### src/hw/rtl/dks_pkg.sv
// DES key schedule package: permutation tables, rotation schedule and helpers.
`timescale 1ns / 1ps
package dks_pkg;

  localparam int unsigned KeyW    = 64;
  localparam int unsigned CdW     = 56;
  localparam int unsigned HalfW   = 28;
  localparam int unsigned SubkeyW = 48;
  localparam int unsigned RoundW  = 4;

  localparam logic [RoundW-1:0] LastRound = 4'd15;

  // Bit r set: round r rotates by two, else by one.
  localparam logic [15:0] RotTwoMask = 16'h7EFC;

  // Positions numbered from 1 at the most significant bit.
  localparam logic [6:0] Pc1Tab [CdW] = '{
    7'd57, 7'd49, 7'd41, 7'd33, 7'd25, 7'd17, 7'd9,  7'd1,  7'd58, 7'd50, 7'd42, 7'd34,
    7'd26, 7'd18, 7'd10, 7'd2,  7'd59, 7'd51, 7'd43, 7'd35, 7'd27, 7'd19, 7'd11, 7'd3,
    7'd60, 7'd52, 7'd44, 7'd36, 7'd63, 7'd55, 7'd47, 7'd39, 7'd31, 7'd23, 7'd15, 7'd7,
    7'd62, 7'd54, 7'd46, 7'd38, 7'd30, 7'd22, 7'd14, 7'd6,  7'd61, 7'd53, 7'd45, 7'd37,
    7'd29, 7'd21, 7'd13, 7'd5,  7'd28, 7'd20, 7'd12, 7'd4
  };

  localparam logic [5:0] Pc2Tab [SubkeyW] = '{
    6'd14, 6'd17, 6'd11, 6'd24, 6'd1,  6'd5,  6'd3,  6'd28, 6'd15, 6'd6,  6'd21, 6'd10,
    6'd23, 6'd19, 6'd12, 6'd4,  6'd26, 6'd8,  6'd16, 6'd7,  6'd27, 6'd20, 6'd13, 6'd2,
    6'd41, 6'd52, 6'd31, 6'd37, 6'd47, 6'd55, 6'd30, 6'd40, 6'd51, 6'd45, 6'd33, 6'd48,
    6'd44, 6'd49, 6'd39, 6'd56, 6'd34, 6'd53, 6'd46, 6'd42, 6'd50, 6'd36, 6'd29, 6'd32
  };

  // Word moved from front to back: the C/D register pair after PC1.
  typedef struct packed {
    logic           valid;
    logic [CdW-1:0] cd;
  } cd_word_t;

  function automatic logic [CdW-1:0] pc1(input logic [KeyW-1:0] key);
    logic [CdW-1:0] acc;
    for (int i = 0; i < CdW; i++) begin
      acc[CdW-1-i] = key[6'(7'd64 - Pc1Tab[i])];
    end
    return acc;
  endfunction

  function automatic logic [SubkeyW-1:0] pc2(input logic [CdW-1:0] cd);
    logic [SubkeyW-1:0] acc;
    for (int i = 0; i < SubkeyW; i++) begin
      acc[SubkeyW-1-i] = cd[6'(6'd56 - Pc2Tab[i])];
    end
    return acc;
  endfunction

  function automatic logic [HalfW-1:0] rotl_half(input logic [HalfW-1:0] h,
                                                 input logic two);
    return two ? {h[HalfW-3:0], h[HalfW-1:HalfW-2]} : {h[HalfW-2:0], h[HalfW-1]};
  endfunction

endpackage

### src/hw/rtl/dks_front.sv
// Front end: takes key words, applies PC1 and hands C/D words to the queue.
`timescale 1ns / 1ps
module dks_front import dks_pkg::*; (
  input  logic            clk_i,
  input  logic            rst_ni,
  input  logic            in_valid_i,
  output logic            in_stall_o,
  input  logic [KeyW-1:0] key_i,
  output cd_word_t        push_o,
  input  logic            push_ready_i
);

  logic           valid_q, valid_d;
  logic [CdW-1:0] cd_q;
  logic           accept;

  assign in_stall_o = valid_q && !push_ready_i;
  assign accept     = in_valid_i && !in_stall_o;

  always_comb begin
    valid_d = valid_q;
    if (accept) begin
      valid_d = 1'b1;
    end else if (push_ready_i) begin
      valid_d = 1'b0;
    end
  end

  always_ff @(posedge clk_i or negedge rst_ni) begin
    if (!rst_ni) begin
      valid_q <= 1'b0;
    end else begin
      valid_q <= valid_d;
    end
  end

  always_ff @(posedge clk_i) begin
    if (accept) begin
      cd_q <= pc1(key_i);
    end
  end

  assign push_o.valid = valid_q;
  assign push_o.cd    = cd_q;

endmodule

### src/hw/rtl/dks_queue.sv
// Short FIFO of C/D words between front and back.
`timescale 1ns / 1ps
module dks_queue import dks_pkg::*; #(
  parameter int unsigned Depth = 2
) (
  input  logic     clk_i,
  input  logic     rst_ni,
  input  cd_word_t push_i,
  output logic     push_ready_o,
  output cd_word_t pop_o,
  input  logic     pop_i
);

  localparam int unsigned PtrW = (Depth > 1) ? $clog2(Depth) : 1;
  localparam int unsigned CntW = $clog2(Depth + 1);
  localparam logic [PtrW-1:0] LastPtr = PtrW'(Depth - 1);

  logic [CdW-1:0]  mem_q [Depth];
  logic [PtrW-1:0] wr_ptr_q, rd_ptr_q;
  logic [CntW-1:0] count_q;
  logic            do_push, do_pop;

  assign push_ready_o = (count_q != CntW'(Depth));
  assign do_push      = push_i.valid && push_ready_o;
  assign do_pop       = pop_i && (count_q != '0);

  always_ff @(posedge clk_i or negedge rst_ni) begin
    if (!rst_ni) begin
      wr_ptr_q <= '0;
      rd_ptr_q <= '0;
      count_q  <= '0;
    end else begin
      if (do_push) begin
        wr_ptr_q <= (wr_ptr_q == LastPtr) ? '0 : wr_ptr_q + 1'b1;
      end
      if (do_pop) begin
        rd_ptr_q <= (rd_ptr_q == LastPtr) ? '0 : rd_ptr_q + 1'b1;
      end
      if (do_push && !do_pop) begin
        count_q <= count_q + 1'b1;
      end else if (do_pop && !do_push) begin
        count_q <= count_q - 1'b1;
      end
    end
  end

  always_ff @(posedge clk_i) begin
    if (do_push) begin
      mem_q[wr_ptr_q] <= push_i.cd;
    end
  end

  assign pop_o.valid = (count_q != '0);
  assign pop_o.cd    = mem_q[rd_ptr_q];

endmodule

### src/hw/rtl/dks_back.sv
// Back end: one round per cycle unless stalled: C/D rotate, PC2 to output register.
`timescale 1ns / 1ps
module dks_back import dks_pkg::*; (
  input  logic               clk_i,
  input  logic               rst_ni,
  input  cd_word_t           pop_i,
  output logic               pop_o,
  output logic               out_valid_o,
  input  logic               out_stall_i,
  output logic [RoundW-1:0]  round_index_o,
  output logic [SubkeyW-1:0] subkey_o,
  output logic               last_o
);

  logic                busy_q, busy_d;
  logic [RoundW-1:0]   round_q;
  logic [CdW-1:0]      cd_q, cd_next;
  logic                out_valid_q, out_valid_d;
  logic [RoundW-1:0]   out_round_q;
  logic [SubkeyW-1:0]  out_subkey_q;
  logic                out_last_q;
  logic                adv, at_last, two;

  assign two     = RotTwoMask[round_q];
  assign cd_next = {rotl_half(cd_q[CdW-1:HalfW], two), rotl_half(cd_q[HalfW-1:0], two)};
  assign at_last = (round_q == LastRound);
  assign adv     = busy_q && (!out_valid_q || !out_stall_i);
  // Next key is loaded as the final round issues, so keys run back to back.
  assign pop_o   = pop_i.valid && (!busy_q || (adv && at_last));

  always_comb begin
    busy_d = busy_q;
    if (pop_o) begin
      busy_d = 1'b1;
    end else if (adv && at_last) begin
      busy_d = 1'b0;
    end
    out_valid_d = out_valid_q;
    if (adv) begin
      out_valid_d = 1'b1;
    end else if (!out_stall_i) begin
      out_valid_d = 1'b0;
    end
  end

  always_ff @(posedge clk_i or negedge rst_ni) begin
    if (!rst_ni) begin
      busy_q      <= 1'b0;
      out_valid_q <= 1'b0;
      round_q     <= '0;
    end else begin
      busy_q      <= busy_d;
      out_valid_q <= out_valid_d;
      if (pop_o) begin
        round_q <= '0;
      end else if (adv) begin
        round_q <= round_q + 1'b1;
      end
    end
  end

  always_ff @(posedge clk_i) begin
    if (pop_o) begin
      cd_q <= pop_i.cd;
    end else if (adv) begin
      cd_q <= cd_next;
    end
    if (adv) begin
      out_round_q  <= round_q;
      out_subkey_q <= pc2(cd_next);
      out_last_q   <= at_last;
    end
  end

  assign out_valid_o   = out_valid_q;
  assign round_index_o = out_round_q;
  assign subkey_o      = out_subkey_q;
  assign last_o        = out_last_q;

endmodule

### src/hw/rtl/des_key_schedule.sv
// DES key schedule top level: front end, C/D queue and round sequencer.
`timescale 1ns / 1ps
// Each 64-bit key word accepted on the input yields sixteen subkey words, in
// round order, each with its zero-based round number and a last flag on round
// fifteen. PC1 is applied in the front end; the back end produces one subkey per
// cycle unless the output stalls, and keys run back to back. A key goes through
// the front register, the queue and the C/D register before its subkeys reach
// the output register. The front end keeps taking keys while the sequencer is
// busy, up to QueueDepth queued plus one held in the front register.
module des_key_schedule import dks_pkg::*; #(
  parameter int unsigned QueueDepth = 2
) (
  input  logic               clk_i,
  input  logic               rst_ni,
  input  logic               in_valid_i,
  output logic               in_stall_o,
  input  logic [KeyW-1:0]    key_i,
  output logic               out_valid_o,
  input  logic               out_stall_i,
  output logic [RoundW-1:0]  round_index_o,
  output logic [SubkeyW-1:0] subkey_o,
  output logic               last_o
);

  cd_word_t push_w, pop_w;
  logic     push_ready, pop;

  dks_front u_front (
    .clk_i       (clk_i),
    .rst_ni      (rst_ni),
    .in_valid_i  (in_valid_i),
    .in_stall_o  (in_stall_o),
    .key_i       (key_i),
    .push_o      (push_w),
    .push_ready_i(push_ready)
  );

  dks_queue #(
    .Depth(QueueDepth)
  ) u_queue (
    .clk_i       (clk_i),
    .rst_ni      (rst_ni),
    .push_i      (push_w),
    .push_ready_o(push_ready),
    .pop_o       (pop_w),
    .pop_i       (pop)
  );

  dks_back u_back (
    .clk_i        (clk_i),
    .rst_ni       (rst_ni),
    .pop_i        (pop_w),
    .pop_o        (pop),
    .out_valid_o  (out_valid_o),
    .out_stall_i  (out_stall_i),
    .round_index_o(round_index_o),
    .subkey_o     (subkey_o),
    .last_o       (last_o)
  );

endmodule
### config.mk
export PLATFORM = sky130hd
export DESIGN_NAME = des_key_schedule
export DESIGN_NICKNAME = d
export VERILOG_FILES = /design/src/hw/rtl/dks_pkg.sv /design/src/hw/rtl/dks_front.sv /design/src/hw/rtl/dks_queue.sv /design/src/hw/rtl/dks_back.sv /design/src/hw/rtl/des_key_schedule.sv
export SDC_FILE = /design/constraint.sdc
export NUM_CORES = 1
export LEC_CHECK = 0
export BUFFER_PORTS_ARGS = -buffer_cell sky130_fd_sc_hd__buf_4
export CAP_MARGIN = 20
export CORE_MARGIN = 3
export CORE_UTILIZATION = 55
export CTS_CLUSTER_DIAMETER = 80
export DETAILED_ROUTE_END_ITERATION = 8
export MAX_ROUTING_LAYER = met4
export PLACE_DENSITY = 0.75
export SLEW_MARGIN = 10
export SYNTH_ARGS = -nofsm -noshare
export SYNTH_HDL_FRONTEND = slang
export SYNTH_SLANG_ARGS = --single-unit
### constraint.sdc
create_clock -name clk_i -period 8.5 [get_ports clk_i]
set_input_delay 1.7 -clock clk_i [delete_from_list [all_inputs] [get_ports clk_i]]
set_output_delay 1.7 -clock clk_i [all_outputs]
set_load 0.03 [all_outputs]
==> impl_metrics.csv <==
group,metric,value,unit
synthesis,synth.mux.area_fraction,0.149,
cts,cts_tree,"built",
cells_and_area,design_area,0.0142,mm2
placed_design,dp_hpwl,12.6,mm
cts,clk_pin_slew,0.06,ns
setup_path,critical_path.max_stage_delay,0.68,ns
setup_path,crit_path_cell_trace,"buf_4, nand2_1, a21boi_1, nor2_4, buf_4, inv_1, nand2b_2, buf_4",
synthesis,avgSynthCellArea,17.1,um2
sta,layout_min_cycle_time,3.66,ns
sta,fin_skew,0.0103,ns
placed_design,gp_congestion,0.744,
outcome,outcome,"finished clean",
cts,cts-htree-levels,1,
sta,rsz0062_at_grt,"no",
pwr,power_density,425,mW/mm2
floorplanning,start_util,0.562,
synthesis,synth_compound_area_frac,0.0505,
cells_and_area,fillCellCount,1536,
floorplanning,chipWidth,156,um
setup_path,crit_family,"buffers and inverters",
cells_and_area,fin_util,0.651,
setup_path,end_kind,"register",
detailed_routing,drt_iter0_markers,450,
synthesis,synth_xor_xnor_area_share,0.00570,
cts,numCtsBuffers,29,
placed_design,portBuffers,114,
synthesis,synth_area,0.0123,mm2
detailed_routing,ant_nets,0,
pwr,total_power,6.05,mW
cts,cts_hold_buf,0,
pwr,vdd_ir_drop_max,0.203,mV
synthesis,synth-adder-area-share,0.00305,
detailed_routing,wire_per_inst,19.8,um
detailed_routing,totalWireLength,22.2,mm
setup_path,crit_path_top_delay_cell,"buf_4",
sta,tightest_slew,0.975,ns
synthesis,synth_warnings,0,
synthesis,synth_seq_cells,288,
sta,hold_viol,0,
synthesis,ys.flop_type,"edfxtp_1",
synthesis,synth_seq_area_share,0.699,
setup_path,cp_common_cell,"buf_4",
job,cap_violations,0,
synthesis,synth_top_family_by_area,"multiplexers",
cells_and_area,area_delta_synth_final,15.9,%
floorplanning,io_pins,123,
floorplanning,fp.dieArea,0.0242,mm2
setup_path,crit_fanout,61,
global_routing,track_usage,0.187,
sta,relSlewSlack,0.350,
synthesis,synth_top_area_frac,0.676,
synthesis,yosysMostFrequentCell,"edfxtp_1",
cts,cts_root_buffer,"clkbuf_16",
cells_and_area,num-nets-final,894,
synthesis,synth_edf_count,277,
synthesis,syn-instance-count,718,
cells_and_area,multiInputGateArea,0.00344,mm2
global_routing,antenna_found_initial,0,
cts,cts_setup_buffers,0,
synthesis,yosysTopAreaCell,"edfxtp_1",
pwr,leakagePower,5.07,nW
sta,setup-tns-final,0,ns
synthesis,synthSimpleGateAreaFrac,0.0680,
global_routing,grt_max_degree,91,
sta,finalSetupViolations,0,
global_routing,grt-ovfl-total,0,
cts,clk_latency,0.53,ns
cells_and_area,antenna_cells,0,
placed_design,dpl_cell_area,0.0133,mm2
cells_and_area,ff_latch_area,0.00860,mm2
cts,clk_path_buf_depth,3,
floorplanning,core_area,0.0219,mm2
sta,hold_ws,0.443,ns
sta,final.period_utilization,0.431,
synthesis,async_reset_ff_frac,0.0382,
global_routing,grt_pass1_vias,6688,
sta,max_freq,273,MHz
detailed_routing,drc_errors,0,
setup_path,crit_required,8.65,ns
sta,maxSlewViolCount,0,
detailed_routing,via_per_inst,5.76,
floorplanning,die_y,156,um
synthesis,yosysUniqueCellTypes,30,
floorplanning,row_count,54,
setup_path,path_class,"input port to register",
setup_path,arrival,3.81,ns
synthesis,synth_area_leaders,"edfxtp_1, mux2_2, mux2i_1",
synthesis,synth_commonest_cells,"edfxtp_1, mux2_2, nand3_1",
cells_and_area,drive_above_1_share,0.396,
global_routing,grt_pass1_wl,35.3,mm
synthesis,synth_fp_nets,789,
cts,cts_resized,0,
setup_path,start_kind,"input port",
setup_path,path_buf_inv,4,
detailed_routing,dr.pass1.iters,5,
cts,cts.sinks,288,
detailed_routing,vias,6464,
min_path,hold_class,"register to register",
-- path summary, 6_finish.rpt --
check / startpoint / end / slack (ns) / cells after the start
setup reg to reg: u_back.round_q[3] / u_back.cd_q[9] / 4.85 / 7
hold reg to reg: u_front.cd_q[8] / u_queue.mem_q[0][8] / 0.44 / 0
hold / removal: u_front.cd_q[8] / u_queue.mem_q[0][8] / 0.44 / 0
min in group asynchronous: rst_ni / u_front.valid_q / 1.00 / 1
max in group asynchronous: rst_ni / u_back.round_q[3] / 7.34 / 1
setup / recovery: out_stall_i / u_back.cd_q[9] / 4.84 / 8
-- worst reg2reg max path, delay by kind of cell, from the launching register on --
kind / cells / cell delay, ns
AO/OA/AOI/OAI: 1 / 0.11
buffers and inverters: 3 / 1.56
flip-flops: 1 / 1.06
AND/OR/NAND/NOR: 3 / 0.52
-- report_power, final --
group | internal, mW | leakage [nW] | total, mW | switching (mW)
clock network | 0.712 | 0.444 | 1.22 | 0.503
registers | 2.30 | 2.79 | 2.68 | 0.377
logic | 0.920 | 1.84 | 2.16 | 1.24
total | 3.93 | 5.07 | 6.05 | 2.12
-- metal layers --
| metal | routed length (um) | vias up | GRT usage |
|---|---|---|---|
| met3 | 1260 | 35 | 0.0303 |
| met5 | 0 | - | - |
| li1 | - | 3027 | - |
| met2 | 10800 | 173 | 0.298 |
| met4 | 382 | 0 | 0.0513 |
| met1 | 9770 | 3229 | 0.255 |
-- cells by family after synthesis --
logic type / Yosys count
simple gates: 135
mux: 170
fa+ha+maj: 3
xor+xnor: 8
compound gates: 59
flops: 288
buf+inv: 55
-- registers in the layout (all words and copies together) (netlist names) --
register / count
u_queue.mem_q: 112
u_back.cd_q: 56
u_front.cd_q: 56
u_back.subkey_o: 48
u_back.round_index_o: 4
u_back.round_q: 4
u_queue.count_q: 2
u_back.busy_q: 1
u_back.last_o: 1
u_back.out_valid_o: 1
u_front.valid_q: 1
u_queue.rd_ptr_q: 1
u_queue.wr_ptr_q: 1
-- stage by stage --
stage / instances / setup WS (ns)
after floorplan: 718 / 2.03
after detailed placement: 1072 / 4.24
after global placement: 1072 / 4.31
after CTS: 1123 / 4.80
after global routing: 1123 / 4.54
final: 1123 / 4.84
-- placed cells by master (no fill, tap or decap), types with 2 or more instances in the layout --
cell type / instances
nor2_1: 7
mux2_1: 3
clkinv_2: 7
mux2_2: 93
xor2_1: 4
edfxtp_1: 277
mux2i_1: 72
nand3_2: 32
nand2_1: 3
clkinvlp_4: 2
nand3_1: 80
clkinv_1: 5
xnor2_1: 4
o211ai_2: 32
o211a_1: 8
buf_4: 124
bufinv_16: 3
nor2_4: 3
clkbuf_16: 29
dfrtp_1: 9
nand2b_1: 4
o211ai_1: 16
clkbuf_1: 4
inv_1: 5
ha_1: 3
-- layout make-up --
| class | instances | area share |
|---|---|---|
| timing repair buffer | 124 | 0.0653 |
| inverter | 5 | 0.00132 |
| tap | 280 | 0.0246 |
| multi-input combinational | 375 | 0.241 |
| sequential | 288 | 0.604 |
| clock buffer | 33 | 0.0520 |
| clock inverter | 18 | 0.0118 |
No activity file was read; power rests on OpenSTA's default activity.
